### src/rtl/echoing_line_editor_defines.svh
// Assertion macros used by the line editor core.
`ifndef ECHOING_LINE_EDITOR_DEFINES_SVH
`define ECHOING_LINE_EDITOR_DEFINES_SVH

`ifndef SYNTHESIS

// Same-cycle implication, sampled on clk, off during reset.
`define ELE_ASSERT_IMP(lbl, ante, cons) \
  lbl: assert property (@(posedge clk) disable iff (!rst_n) (ante) |-> (cons)) \
    else $error("line editor check failed");

// Next-cycle implication, sampled on clk, off during reset.
`define ELE_ASSERT_NXT(lbl, ante, cons) \
  lbl: assert property (@(posedge clk) disable iff (!rst_n) (ante) |=> (cons)) \
    else $error("line editor check failed");

`else

`define ELE_ASSERT_IMP(lbl, ante, cons)
`define ELE_ASSERT_NXT(lbl, ante, cons)

`endif

`endif

### src/rtl/ele_pkg.sv
// Shared types and character constants of the line editor.
`default_nettype none

package ele_pkg;

  // Request kinds
  localparam logic ReqRecv = 1'b0;
  localparam logic ReqRead = 1'b1;

  // Control characters
  localparam logic [7:0] ChBs  = 8'h08;
  localparam logic [7:0] ChCr  = 8'h0D;
  localparam logic [7:0] ChLf  = 8'h0A;
  localparam logic [7:0] ChSp  = 8'h20;
  localparam logic [7:0] ChNul = 8'h00;

  // Room kept for line feed and terminating zero
  localparam int TermRoom = 2;

  localparam logic [6:0] CapReset = 7'd80;

  typedef struct packed {
    logic       req_type;
    logic [7:0] rx_char;
    logic [6:0] read_index;
  } in_item_t;

  typedef struct packed {
    logic [7:0] tx_byte;
    logic       is_echo;
    logic       line_done;
    logic [6:0] line_length;
    logic       last;
  } result_t;

  // One store write; slot may point past the buffer and is then dropped
  typedef struct packed {
    logic       en;
    logic [7:0] slot;
    logic [7:0] data;
  } store_wr_t;

endpackage

`default_nettype wire

### src/rtl/echoing_line_editor.sv
// Echoing line editor: input register, core with line store, output register.
//
// Usage:
//   in_*  : requests. in_tuser = 0 receives a character (in_tdata[7:0]),
//           in_tuser = 1 reads line slot in_tdata[14:8].
//   out_* : results, one per cycle while out_tready is high. out_tuser = 1
//           marks an echo byte, 0 read data; out_tlast closes a request's results.
//   cfg_* : writes line_capacity (always ready; write only while idle).
//   First result of a request is valid after the input register, sequencer
//   and output register. A read or an ordinary character gives one result,
//   a backspace or a character that ends the line three, set by the single
//   result register draining one result per cycle while out_tready is high.
//   A receive after a finished line starts a new line at slot 0.
//   Reset clears line position, done flag and sets capacity to 80; buffer
//   contents stay undefined until written, no clearing pass.
//   When out_tready is low the output register holds and the core and input
//   register fill; in_tready then drops until results drain.
`default_nettype none

module echoing_line_editor import ele_pkg::*; #(
  parameter int BUFFER_DEPTH = 128
) (
  input  logic        clk,
  input  logic        rst_n,
  // input requests
  input  logic        in_tvalid,
  output logic        in_tready,
  input  logic [15:0] in_tdata,   // [7:0] rx_char, [14:8] read_index, [15] zero
  input  logic        in_tuser,   // [0] req_type
  // results
  output logic        out_tvalid,
  input  logic        out_tready,
  output logic [15:0] out_tdata,  // [7:0] tx_byte, [8] line_done, [15:9] line_length
  output logic        out_tuser,  // [0] is_echo
  output logic        out_tlast,
  // configuration
  input  logic        cfg_valid,
  output logic        cfg_ready,
  input  logic [6:0]  cfg_data
);

  logic [6:0] cap_r;
  logic       a_valid_r;
  in_item_t   a_item_r;
  logic       out_valid_r;
  result_t    out_res_r;
  logic       take;
  logic       emit;
  logic       out_free;
  result_t    res;

  // Capacity register
  assign cfg_ready = 1'b1;

  always_ff @(posedge clk) begin
    if (!rst_n) begin
      cap_r <= CapReset;
    end else if (cfg_valid && cfg_ready) begin
      cap_r <= cfg_data;
    end
  end

  // Input register
  assign in_tready = !a_valid_r || take;

  always_ff @(posedge clk) begin
    if (!rst_n) begin
      a_valid_r <= 1'b0;
    end else if (in_tvalid && in_tready) begin
      a_valid_r <= 1'b1;
    end else if (take) begin
      a_valid_r <= 1'b0;
    end
  end

  always_ff @(posedge clk) begin
    if (in_tvalid && in_tready) begin
      a_item_r.req_type   <= in_tuser;
      a_item_r.rx_char    <= in_tdata[7:0];
      a_item_r.read_index <= in_tdata[14:8];
    end
  end

  ele_core #(
    .BUFFER_DEPTH(BUFFER_DEPTH)
  ) u_core (
    .clk           (clk),
    .rst_n         (rst_n),
    .line_capacity (cap_r),
    .a_valid       (a_valid_r),
    .a_item        (a_item_r),
    .take          (take),
    .out_free      (out_free),
    .emit          (emit),
    .res           (res)
  );

  // Output register
  assign out_free = !out_valid_r || out_tready;

  always_ff @(posedge clk) begin
    if (!rst_n) begin
      out_valid_r <= 1'b0;
    end else if (emit) begin
      out_valid_r <= 1'b1;
    end else if (out_tready) begin
      out_valid_r <= 1'b0;
    end
  end

  always_ff @(posedge clk) begin
    if (emit) begin
      out_res_r <= res;
    end
  end

  assign out_tvalid = out_valid_r;
  assign out_tdata  = {out_res_r.line_length, out_res_r.line_done, out_res_r.tx_byte};
  assign out_tuser  = out_res_r.is_echo;
  assign out_tlast  = out_res_r.last;

endmodule

`default_nettype wire

### src/rtl/ele_line_store.sv
// Line buffer memory: one write port, one registered read port with write bypass.
`default_nettype none

module ele_line_store import ele_pkg::*; #(
  parameter int BUFFER_DEPTH = 128
) (
  input  logic       clk,
  input  store_wr_t  wr,
  input  logic       rd_en,
  input  logic [6:0] rd_idx,
  output logic [7:0] rd_data
);

  localparam int AW = (BUFFER_DEPTH > 1) ? $clog2(BUFFER_DEPTH) : 1;

  logic [7:0] mem [BUFFER_DEPTH];
  logic [7:0] rd_q_r;
  logic [7:0] byp_data_r;
  logic       byp_r;
  logic       rd_ok_r;
  logic       wr_ok;
  logic       rd_ok;
  logic       hit;

  // Drop writes that fall outside the buffer; reads outside it return zero
  assign wr_ok = wr.en && (32'(wr.slot) < BUFFER_DEPTH);
  assign rd_ok = 32'(rd_idx) < BUFFER_DEPTH;
  assign hit   = wr_ok && (wr.slot == {1'b0, rd_idx});

  always_ff @(posedge clk) begin
    if (wr_ok) begin
      mem[AW'(wr.slot)] <= wr.data;
    end
  end

  // Register read data; forward a write to the same slot in the same cycle
  always_ff @(posedge clk) begin
    if (rd_en) begin
      rd_q_r     <= mem[AW'(rd_idx)];
      byp_r      <= hit;
      byp_data_r <= wr.data;
      rd_ok_r    <= rd_ok;
    end
  end

  assign rd_data = !rd_ok_r ? ChNul : (byp_r ? byp_data_r : rd_q_r);

endmodule

`default_nettype wire

### src/rtl/ele_core.sv
// Line editor core: decodes a request, updates line state, sequences its results.
`default_nettype none

`include "echoing_line_editor_defines.svh"

module ele_core import ele_pkg::*; #(
  parameter int BUFFER_DEPTH = 128
) (
  input  logic       clk,
  input  logic       rst_n,
  input  logic [6:0] line_capacity,
  input  logic       a_valid,
  input  in_item_t   a_item,
  output logic       take,
  input  logic       out_free,
  output logic       emit,
  output result_t    res
);

  localparam int EffMax = BUFFER_DEPTH - 1;
  localparam int CW     = ($clog2(BUFFER_DEPTH) > 7) ? $clog2(BUFFER_DEPTH) + 1 : 8;

  // Line state
  logic [6:0] wp_r;
  logic       done_r;

  // Request in progress
  logic       e_valid_r;
  logic [1:0] e_step_r;
  logic [1:0] e_lastidx_r;
  logic       e_rd_r;
  logic       e_done_r;
  logic [6:0] e_len_r;
  logic [7:0] e_byte_r  [3];
  logic       e_wen_r   [3];
  logic [7:0] e_wslot_r [3];
  logic [7:0] e_wdat_r  [3];
  logic       e_last;

  // Decode of the waiting request
  logic [6:0]    d_wp0;
  logic [6:0]    d_wp1;
  logic [CW-1:0] d_cap;
  logic [CW-1:0] d_eff;
  logic          d_term;
  logic [1:0]    d_lastidx;
  logic          d_rd;
  logic [6:0]    d_wp;
  logic          d_done;
  logic [7:0]    d_byte  [3];
  logic          d_wen   [3];
  logic [7:0]    d_wslot [3];
  logic [7:0]    d_wdat  [3];

  store_wr_t  wr;
  logic [7:0] rd_data;

  // Handshake between waiting request, sequencer and output register
  assign e_last = (e_step_r == e_lastidx_r);
  assign emit   = e_valid_r && out_free;
  assign take   = a_valid && (!e_valid_r || (emit && e_last));

  // Work out results, store writes and next state for the waiting request
  always_comb begin
    d_wp0     = done_r ? 7'd0 : wp_r;
    d_wp1     = d_wp0 + 7'd1;
    d_cap     = CW'(line_capacity);
    d_eff     = (d_cap < CW'(EffMax)) ? d_cap : CW'(EffMax);
    d_term    = (a_item.rx_char == ChCr) || ((CW'(d_wp1) + CW'(TermRoom)) > d_eff);
    d_lastidx = 2'd0;
    d_rd      = 1'b0;
    d_wp      = wp_r;
    d_done    = done_r;
    d_byte    = '{a_item.rx_char, ChSp, ChBs};
    d_wen     = '{1'b0, 1'b0, 1'b0};
    d_wslot   = '{{1'b0, d_wp0}, {1'b0, d_wp1}, {1'b0, d_wp1} + 8'd1};
    d_wdat    = '{a_item.rx_char, ChLf, ChNul};
    if (a_item.req_type == ReqRead) begin
      d_rd = 1'b1;
    end else if (a_item.rx_char == ChBs) begin
      d_lastidx = 2'd2;
      d_wen[0]  = 1'b1;
      d_wdat[0] = ChNul;
      d_wp      = (d_wp0 != 7'd0) ? d_wp0 - 7'd1 : 7'd0;
      d_done    = 1'b0;
    end else begin
      d_wen[0] = 1'b1;
      d_wp     = d_wp1;
      d_done   = d_term;
      if (d_term) begin
        d_lastidx = 2'd2;
        d_wen[1]  = 1'b1;
        d_wen[2]  = 1'b1;
        d_byte[1] = ChLf;
        d_byte[2] = ChCr;
      end
    end
  end

  // Commit line state when a request is taken
  always_ff @(posedge clk) begin
    if (!rst_n) begin
      wp_r   <= 7'd0;
      done_r <= 1'b0;
    end else if (take) begin
      wp_r   <= d_wp;
      done_r <= d_done;
    end
  end

  // Sequencer control: hold a request until its last result leaves
  always_ff @(posedge clk) begin
    if (!rst_n) begin
      e_valid_r <= 1'b0;
      e_step_r  <= 2'd0;
    end else if (take) begin
      e_valid_r <= 1'b1;
      e_step_r  <= 2'd0;
    end else if (emit) begin
      if (e_last) begin
        e_valid_r <= 1'b0;
      end else begin
        e_step_r <= e_step_r + 2'd1;
      end
    end
  end

  // Sequencer payload
  always_ff @(posedge clk) begin
    if (take) begin
      e_lastidx_r <= d_lastidx;
      e_rd_r      <= d_rd;
      e_done_r    <= d_done;
      e_len_r     <= d_wp;
      e_byte_r    <= d_byte;
      e_wen_r     <= d_wen;
      e_wslot_r   <= d_wslot;
      e_wdat_r    <= d_wdat;
    end
  end

  // At most one store write per result step
  assign wr.en   = emit && e_wen_r[e_step_r];
  assign wr.slot = e_wslot_r[e_step_r];
  assign wr.data = e_wdat_r[e_step_r];

  ele_line_store #(
    .BUFFER_DEPTH(BUFFER_DEPTH)
  ) u_store (
    .clk     (clk),
    .wr      (wr),
    .rd_en   (take),
    .rd_idx  (a_item.read_index),
    .rd_data (rd_data)
  );

  // Current result
  assign res.tx_byte     = e_rd_r ? rd_data : e_byte_r[e_step_r];
  assign res.is_echo     = !e_rd_r;
  assign res.line_done   = e_done_r;
  assign res.line_length = e_len_r;
  assign res.last        = e_last;

  `ELE_ASSERT_IMP(a_step_bound, e_valid_r, e_step_r <= e_lastidx_r)
  `ELE_ASSERT_IMP(a_read_single, e_valid_r && e_rd_r, e_lastidx_r == 2'd0)
  `ELE_ASSERT_NXT(a_hold_request, emit && !e_last, e_valid_r && (e_step_r != 2'd0))

endmodule

`default_nettype wire
### config.mk
export PLATFORM = sky130hd
export DESIGN_NAME = echoing_line_editor
export DESIGN_NICKNAME = d
export VERILOG_FILES = /design/src/rtl/ele_pkg.sv /design/src/rtl/echoing_line_editor.sv /design/src/rtl/ele_line_store.sv /design/src/rtl/ele_core.sv
export VERILOG_INCLUDE_DIRS = /design/src /design/src/rtl
export SDC_FILE = /design/constraint.sdc
export NUM_CORES = 1
export LEC_CHECK = 0
export BUFFER_PORTS_ARGS = -buffer_cell sky130_fd_sc_hd__buf_2
export CAP_MARGIN = 20
export CORE_UTILIZATION = 50
export CTS_BUF_LIST = sky130_fd_sc_hd__clkbuf_8
export DETAILED_ROUTE_END_ITERATION = 16
export PLACE_DENSITY = 0.65
export SETUP_SLACK_MARGIN = 0.02
export SLEW_MARGIN = 20
export SYNTH_ARGS = -nofsm -noshare
export SYNTH_HDL_FRONTEND = slang
export SYNTH_SLANG_ARGS = --single-unit
### constraint.sdc
create_clock -name clk -period 8.4 [get_ports clk]
set_input_delay 0.84 -clock clk [delete_from_list [all_inputs] [get_ports clk]]
set_output_delay 0.84 -clock clk [all_outputs]
set_load 0.05 [all_outputs]
# == Word-level counts from Yosys, hierarchy flattened ==
# Memory sizes are Yosys's and may differ from the RTL's. A register that Yosys moved wholly into a read port is not among the register bits.
# Index checks and enable logic that the tools add are counted.
# word_totals
n_memories,1
inputBits,29
ramBits,1024
out_inout_bits,21
regBits,131
word_cells,112
# memory_table
name,depth,width,rd,rd_ports_with_merged_regs,write_ports,line,source
u_core.u_store.mem,128,8,1,1,1,ele_line_store.sv:16,logic [7:0] mem [BUFFER_DEPTH];
# op_classes
n_eq_ne,4
order_cmp,4
n_bitwise,3
n_reduce_logical,24
n_addsub,5
muxes,39
# op_table
operator,count
$mux 8,10
$bmux 8 s2,3
$mux 7,5
$eq 8x4->1 const B,2
$mux 1,14
$mux 14,1
$add 7x1->8 const B,1
$add 7x2->8 const B,1
$eq 8x7->1,1
$gt 8x8->1,1
$lt 8x8->1 const B,1
$mux 2,4
$reduce_bool 2->1,4
$add 7x1->7 const B,1
$logic_and 1x1->1,7
$lt 7x7->1 const B,1
$reduce_bool 7->1,1
$sub 7x1->7 const B,1
$logic_not 1->1,4
$logic_or 1x1->1,4
$reduce_and 2->1,2
$reduce_or 2->1,2
$ge 3x3->1 const B,1
$mux 3,1
5 further kinds,6

# == Logic depth before layout (Yosys ltp) ==
# Gate-level depths: netlist of the first run.
# depth
depth_word,9
depth_mapped,17
ltp_nobuf,17

# == Modules after synthesis ==
# Synthesis of the first run repeated with hierarchy kept, for this count alone.
# unflattened
cells_unflattened,2056
area_unflattened_um2,44904.3
# by_module_without_submodules
module,seq_area_each_um2,cells_each,area_per_inst_um2,n_inst
ele_line_store,31260.0,1666,40204.8,1
ele_core,1721.7,323,3325.7,1
echoing_line_editor,1201.2,67,1373.8,1

# == Worst setup path before layout of the first run ==
# Ideal clock, no wire load.
# synth_path
kind,reg-to-reg
from,register u_core.e_step_r[0]
to,register u_core.u_store.byp_data_r[1] (data pin)
arrival_ps,4011
path_buffers,3
synth_period_minus_slack_ps,4811
slack_ps,3589
setup_time_ps,800
required_ps,7600
path_stages_with_launch,6
path_cell_list,dfxtp_1 -> buf_2 -> buf_4 -> clkbuf_1 -> nor2_1 -> nor2_1
# synth_lines
item,line,source
"start, declared",ele_core.sv:29,logic [1:0] e_step_r;
"start signal, assigned",ele_core.sv:123,e_step_r <= e_step_r + 2'd1;
"end signal, assigned",ele_line_store.sv:41,byp_data_r <= wr.data;
"end, declared",ele_line_store.sv:18,logic [7:0] byp_data_r;

# == Final worst setup path of the first run ==
# layout_path
from,register u_core.e_step_r[1]
to,"memory u_core.u_store.mem[20][5], enable pin"
# layout_via
elab_chain_len,8
word_cells_on_any_way,12
cone_classes,order compare (1); mux (8); bitwise (1); reduce/logical (2)
# layout_lines
item,line,source
$not 2->3 (not written as such) *,"ele_core.sv:143, ele_core.sv:144",
$bmux 8 s2 or $bmux 1 s2 (tied branches),"ele_core.sv:144, ele_core.sv:143",
$mux 8 (not written as such) or $mux 1 (tied branches) (2 in a row),"ele_core.sv:144, ele_core.sv:143",
$lt 8x8->1 or $logic_and 1x1->1 (tied branches),"ele_line_store.sv:26, ele_core.sv:143",
$logic_and 1x1->1,ele_line_store.sv:26,assign wr_ok = wr.en && (32'(wr.slot) < BUFFER_DEPTH);
$mux 1,ele_line_store.sv:31,if (wr_ok) begin
$mux 1 (not written as such),ele_line_store.sv:32,mem[AW'(wr.slot)] <= wr.data;
"end, declared",ele_line_store.sv:16,
# Every way passes the cells marked *; elsewhere a longest branch is shown, timed or not. The select of a mux whose other input is x is not followed.

==> results of run 1 <==
-- how the worst max path moves through the flow --
stage                                              end          startpoint
after CTS                    u_core.u_store.mem[20][6]  u_core.e_step_r[1]
after global routing               u_core.e_byte_r[13]       u_core.done_r
after floorplan           u_core.u_store.byp_data_r[1]  u_core.e_step_r[0]
after global placement       u_core.u_store.mem[92][2]  u_core.e_step_r[1]
after detailed placement     u_core.u_store.mem[88][0]  u_core.e_step_r[1]
final                        u_core.u_store.mem[20][5]  u_core.e_step_r[1]
-- synthesized netlist by cell type (all sizes together), types with 16 or more instances --
master  number
a21oi       45
nor2       179
edfxtp    1125
buf         95
nand3       35
dfxtp       20
inv         28
o21ai       16
mux4       176
a31oi       34
a22oi       96
mux2i      233
nor3        21
xnor2       18
clkbuf      39
nand2       64
-- metrics by stage --
step                 util  setup WS (ps)  cell area (um^2)
finish              0.554           3890             50000
global route        0.554           3540             50000
CTS                 0.554           3880             50000
detailed placement  0.517           3830             46700
global placement    0.517           4050             46700
floorplan               -           3590             45700
-- routing by layer --
metal	global-route usage	share of wire	wire, um	vias up
li1	-	-	-	9965
met1	0.309	0.41	42000	11756
met2	0.355	0.49	49900	901
met3	0.0499	0.079	8140	144
met4	0.0743	0.024	2450	2
met5	0	0.000078	8	-
-- power groups by stage --
stage	registers [mW]	logic (mW)	clock network, mW
2_1_floorplan	6.48	0.420	0
3_5_place_dp	6.47	0.618	0
5_1_grt	6.35	0.656	4.65
4_1_cts	6.35	0.620	4.41
6_report	6.35	0.616	4.34
3_3_place_gp	6.47	0.605	0
-- flip-flops by register name (all words and copies together), names as in the netlist, 2 cells and up --
signal	cells
a_item_r	16
cap_r	7
out_tdata	16
u_core.e_byte_r	10
u_core.e_len_r	7
u_core.e_step_r	2
u_core.e_wdat_r	8
u_core.e_wslot_r	21
u_core.u_store.byp_data_r	8
u_core.u_store.mem	1024
u_core.u_store.rd_q_r	8
u_core.wp_r	7
-- worst register-to-register path: stages (launching register included) --
cell	delay, ps
dfxtp_1	840
nand2_1	230
o32a_1	340
nor2_1	650
nand3_1	1050
nor2_1	1030
-- cell families (layout without fill, tap and decap cells) --
| kind of cell | count (synthesis) | after routing | synth area share |
|---|---|---|---|
| AOI/OAI and AO/OA | 262 | 262 | 0.0429 |
| xor gates and xnor gates | 25 | 25 | 0.00496 |
| adders and majority gates | 13 | 13 | 0.00356 |
| buffers and inverters | 162 | 422 | 0.0233 |
| DFF | 1145 | 1145 | 0.749 |
| muxes | 418 | 418 | 0.140 |
| other | 1 | 3 | 0.0000821 |
| and+or+nand+nor | 362 | 362 | 0.0362 |
-- layout by cell type, fill, tap and decap left out, types with 45 or more instances in the layout --
| cell | Yosys | routed |
|---|---|---|
| edfxtp_1 | 1125 | 1125 |
| nor2_1 | 178 | 175 |
| inv_1 | 25 | 79 |
| a22oi_1 | 95 | 95 |
| nand2_1 | 64 | 64 |
| buf_2 | 28 | 47 |
| mux2i_1 | 233 | 233 |
| clkinv_1 | 0 | 45 |
| mux4_2 | 173 | 173 |
| clkbuf_8 | 0 | 180 |
-- final cells by class --
| type | count | area share |
|---|---|---|
| inverters | 28 | 0.00210 |
| clock buffers | 180 | 0.0495 |
| diodes | 2 | 0.000100 |
| clock inverters | 138 | 0.0158 |
| well taps | 1176 | 0.0294 |
| repair buffers | 76 | 0.00988 |
| multi-input cells | 1081 | 0.209 |
| flip-flops and latches | 1145 | 0.684 |
==> qor.log, run 1 <==
qor: cts.cts.repair_timing.setup_buffer_count 0
qor: cts.clk_latency 860 ps
qor: setup_path.critical_path_class reg2reg
qor: power.combinationalPowerShare 0.055
qor: route.antenna_violating_nets_post_route 0
qor: power.static-leakage-power 16.4 nW
qor: synth.synth.cell_area 45700 um^2
qor: sta.finalHoldWorstSlack 168 ps
qor: cells_and_area.fin_cells 3826
qor: synth.syn-mean-instance-area 19.1 um^2
qor: route.detailroute.via_count 22768
qor: cells_and_area.share_of_layout_cells_above_drive_strength_1 0.199
qor: setup_path.timing.critical_path.from_type flop
qor: hold_path.min_to a_item_r[2]
qor: setup_path.worst_r2r_startpoint u_core.e_step_r[1]
qor: status.outcome completed
qor: power.power.share.clock 0.384
qor: hold_path.holdCritStartpoint in_tdata[10]
qor: power.cellPowerDensity 226 nW/um^2
qor: route.detail_route.vias_per_cell 5.95
qor: route.drt_wl_total 102 mm
qor: power.internal_power 8.72 mW
qor: place.place.port_buffers 47
qor: cts.number_of_cts_inserted_buffers 176
qor: setup_path.r2r_end u_core.u_store.mem[20][5]
qor: setup_path.critPathMaxFanout 22
qor: cts.h-tree-depth 4
qor: synth.synth_area_leaders edfxtp_1 (74%), mux4_2 (8.5%), mux2i_1 (5.1%)
qor: sta.rsz0062_at_grt no
qor: run.drv.max_cap_violation_count 0
qor: setup_path.crit_arrival 4960 ps
qor: route.routedWlPerCell 26.8 um
qor: cts.numClockSinks 1145
qor: synth.syn-instance-count 2388
qor: sta.setup_tns 0 ps
qor: hold_path.worst_hold_path_cells 1
qor: cells_and_area.synthToLayoutAreaGrowth 9.50%
qor: setup_path.reg2reg_slack 3890 ps
qor: setup_path.timing.critical_path.required 8850 ps
qor: cts.hold_buffers 0
qor: power.netSwitchingPower 2.58 mW
qor: cells_and_area.finish.net_count 2550
qor: sta.timing_max_transition_violations_final 0
qor: route.detailedRoute.firstPassIterationCount 6
qor: setup_path.timing.critical_path.to_type flop
qor: synth.netlist.area_leader.share 0.740
qor: sta.finalHoldViolations 0
qor: die.io_pins 50
qor: setup_path.critical_path_s_most_frequent_cell nor2_1
qor: die.design.die.area 92500 um^2
qor: synth.synth.yosys.warnings 0
qor: cells_and_area.nFillCells 6842
qor: sta.timing_worst_slew_pin_value 1140 ps
qor: die.die_h 304 um
qor: route.detail_route.drc_violations 0
qor: synth.synthesis.nets 2430
qor: place.dp_cells 3506
qor: cts.ctsLongestPathBuffers 3
qor: synth.flip_flop_and_latch_count_after_synthesis 1145
qor: hold_path.hold_class in2reg
qor: die.starting_density_of_the_core 0.506
qor: power.power 11.3 mW
qor: die.core_region_area 90300 um^2
qor: cells_and_area.multi_input_comb_area 10500 um^2
qor: cells_and_area.layout.area.seq 34200 um^2
qor: synth.synth-edff-count 1125
qor: global_route.grt_start_max_net_pins 119
qor: cts.clock_transition_at_path_regs 60 ps
qor: global_route.gr-usage-all-layers 0.224
qor: die.std_cell_rows 110
qor: global_route.vias_in_the_first_global_route 23162
qor: global_route.grt_pass1_wl 151 mm
qor: place.routabilityCongestion 0.912
qor: setup_path.worst_r2r_path_depth 5
qor: cts.clock_tree.root_cell clkbuf_8
qor: sta.finalCritPeriodShare 0.537
qor: setup_path.crit_cells 5
qor: sta.clock.fmax 0.222 GHz
qor: power.seq_power_share 0.562
qor: setup_path.slowest_delay 1050 ps
qor: synth.synth_top_cell_by_area edfxtp_1
qor: cts.tritoncts done
qor: setup_path.timing.critical_path.max_delay_family simple AND/OR/NAND/NOR gates
qor: die.floorplan.die.width 304 um
qor: global_route.globalRouteOverflowTotal 0
qor: global_route.grt_antenna_before_repair 2
qor: setup_path.critical_path.cell_chain nand2_1 -> o32a_1 -> nor2_1 -> nand3_1 -> nor2_1
qor: sta.maxSlewHeadroom 0.239
qor: power.power.switching_fraction 0.229
qor: synth.asyncSetResetFlopFracSynth 0
qor: sta.worst_clock_skew 47.8 ps
qor: synth.netlist-cell-type-count 82
qor: synth.yosysSeqAreaShare 0.749
qor: setup_path.total_buffers_and_inverters_traversed_by_the_critical_path 0
qor: place.place.detailed.hpwl 62.2 mm
qor: power.vdd.ir_drop.worst 149 uV
qor: setup_path.worst_path_max_delay_cell nand3_1
qor: synth.ys_dominant_reg_cell edfxtp_1
qor: route.drt_iter0_drc 2471
qor: sta.fin_crit 4510 ps
qor: cts.cts_repair_resize_count 0
qor: sta.setup_violations 0
Power figures use the tool's default switching activity.
==> run 2: changes to the inputs <==
PLACE_DENSITY = 0.68   (was 0.65)
clock period = 4 ns   (was 8.4 ns; I/O delays follow)
==> run 2 against run 1 <==
Sequential power increased by 110%. Flip-flop and latch count unchanged. Clock skew shrank 6.6 ps. Largest cell class unchanged.
==> qor.log, run 2 (synthesis results as in run 1) <==
qor: status.outcome completed
qor: power.netSwitchingPower 5.35 mW
qor: setup_path.timing.critical_path.max_delay_family simple AND/OR/NAND/NOR gates
qor: cells_and_area.nFillCells 6780
qor: cts.numClockSinks 1145
qor: sta.timing.final.ws_setup 310 ps
qor: power.power.switching_fraction 0.229
qor: place.dp_worst_setup_slack 377 ps
qor: global_route.grt_antenna_before_repair 3
qor: cts.clk_latency 840 ps
qor: setup_path.total_buffers_and_inverters_traversed_by_the_critical_path 4
qor: power.power.share.clock 0.372
qor: die.starting_density_of_the_core 0.506
qor: global_route.globalRouteOverflowTotal 0
qor: cells_and_area.largest_register u_core.u_store.mem
qor: die.io_pins 50
qor: cells_and_area.synthToLayoutAreaGrowth 11.2%
qor: cts.h-tree-depth 4
qor: route.detailroute.via_count 23395
qor: global_route.grt_start_max_net_pins 130
qor: cts.ctsLongestPathBuffers 3
qor: global_route.gr-usage-all-layers 0.226
qor: cells_and_area.max_reg_flops 1024
qor: global_route.grt_pass1_wl 153 mm
qor: place.place.detailed.hpwl 63.8 mm
qor: sta.timing_max_transition_violations_final 0
qor: cts.clock_tree.root_cell clkbuf_8
qor: die.die_h 304 um
qor: setup_path.worst_path_max_delay_cell dfxtp_1
qor: cells_and_area.mostFrequentLayoutCells edfxtp_1 (1125), mux2i_1 (233), clkbuf_8 (181)
qor: place.routabilityCongestion 0.923
qor: route.routedWlPerCell 26.6 um
qor: route.detail_route.vias_per_cell 5.99
qor: route.antenna_violating_nets_post_route 0
qor: cells_and_area.final_util 0.562
qor: setup_path.critical_path.cell_chain inv_2 -> nand2_1 -> inv_1 -> ha_1 -> xnor2_1 -> inv_1 -> ha_1 -> inv_1 -> nor4_2 -> xor2_1 -> ha_1 -> nand4_1 -> nor2_1 -> a21oi_1 -> a32o_1 -> a21oi_1 -> or2_1
qor: cells_and_area.largestRegisters u_core.u_store.mem x1024, u_core.e_wslot_r x21
qor: setup_path.critPathMaxFanout 7
qor: sta.timing_worst_slew_pin_value 1040 ps
qor: setup_path.slowest_delay 360 ps
qor: power.combinationalPowerShare 0.058
qor: sta.clock.fmax 0.271 GHz
qor: global_route.vias_in_the_first_global_route 23937
qor: power.vdd.ir_drop.worst 317 uV
qor: place.placed_cell_area 47300 um^2
qor: sta.finalHoldViolations 0
qor: cells_and_area.share_of_layout_cells_above_drive_strength_1 0.209
qor: sta.fin_crit 3690 ps
qor: sta.setup_tns 0 ps
qor: run.drv.max_cap_violation_count 0
qor: die.floorplan.die.width 304 um
qor: cells_and_area.final_common_cell edfxtp_1
qor: cts.clock_transition_at_path_regs 70 ps
qor: place.place.port_buffers 47
qor: route.drt_iter0_drc 2574
qor: cells_and_area.multi_input_comb_area 10500 um^2
qor: setup_path.timing.critical_path.to_type flop
qor: cells_and_area.design_area 50800 um^2
qor: hold_path.hold_class in2reg
qor: cells_and_area.layout.area.seq 34200 um^2
qor: sta.finalCritPeriodShare 0.922
qor: power.cellPowerDensity 461 nW/um^2
qor: sta.rsz0062_at_grt no
qor: sta.setup_violations 0
qor: sta.maxSlewHeadroom 0.308
qor: power.seq_power_share 0.571
qor: cts.number_of_cts_inserted_buffers 177
qor: route.drt_wl_total 104 mm
qor: setup_path.crit_arrival 4250 ps
qor: setup_path.critical_path_class reg2reg
qor: setup_path.timing.critical_path.required 4560 ps
qor: setup_path.timing.critical_path.from_type flop
qor: power.static-leakage-power 16.8 nW
qor: route.detailedRoute.firstPassIterationCount 5
qor: power.internal_power 18.0 mW
qor: cells_and_area.finish.net_count 2636
qor: die.design.die.area 92500 um^2
qor: sta.worst_clock_skew 41.2 ps
qor: cts.tritoncts done
qor: die.core_region_area 90300 um^2
qor: route.detail_route.drc_violations 0
qor: die.std_cell_rows 110
[run 2: final timing paths]
| path | cells past startpoint | slack (ps) | endpoint | from |
|---|---|---|---|---|
| min reg2reg | 0 | 400 | out_tdata[12] | u_core.e_len_r[3] |
| max reg2reg | 17 | 310 | u_core.e_byte_r[13] | u_core.done_r |
| min | 2 | 270 | a_item_r[11] | in_tdata[4] |
| max | 17 | 310 | u_core.e_byte_r[13] | u_core.done_r |
[run 2: per-layer routing]
metal / vias to the layer above / GRT usage / share of wire
li1: 10112 / - / -
met1: 12075 / 0.313 / 0.41
met2: 1007 / 0.354 / 0.48
met3: 201 / 0.0471 / 0.078
met4: 0 / 0.0888 / 0.033
met5: - / 0 / 0
[run 2: layout make-up]
cell class / count / area share
well taps: 1176 / 0.0290
diodes: 5 / 0.000246
flip-flops and latches: 1145 / 0.673
multi-input cells: 1081 / 0.206
repair buffers: 161 / 0.0274
clock buffers: 181 / 0.0491
clock inverters: 130 / 0.0125
inverters: 28 / 0.00207
[run 2: power groups by stage]
stage | combinational (mW) | clock [mW] | sequential (mW)
3_3_place_gp | 1.28 | 0 | 13.6
6_report | 1.35 | 8.70 | 13.3
2_1_floorplan | 0.882 | 0 | 13.6
5_1_grt | 1.43 | 9.36 | 13.3
3_5_place_dp | 1.31 | 0 | 13.6
4_1_cts | 1.35 | 8.86 | 13.3
[run 2: what timing repair did]
item                                    CTS  global route
hold buffers                             35             0
endpoints found under the setup margin    0             3
hold endpoints to repair                 30             0
resized for setup                         0             2
buffers inserted                          0             0
[run 2: metrics by stage]
stage	hold WS, ps	std cells	total power, mW
finish	269	3907	23.4
global route	227	3907	24.1
CTS	201	3902	23.5
detailed placement	405	3556	14.9
global placement	404	3556	14.9
floorplan	400	2388	14.5
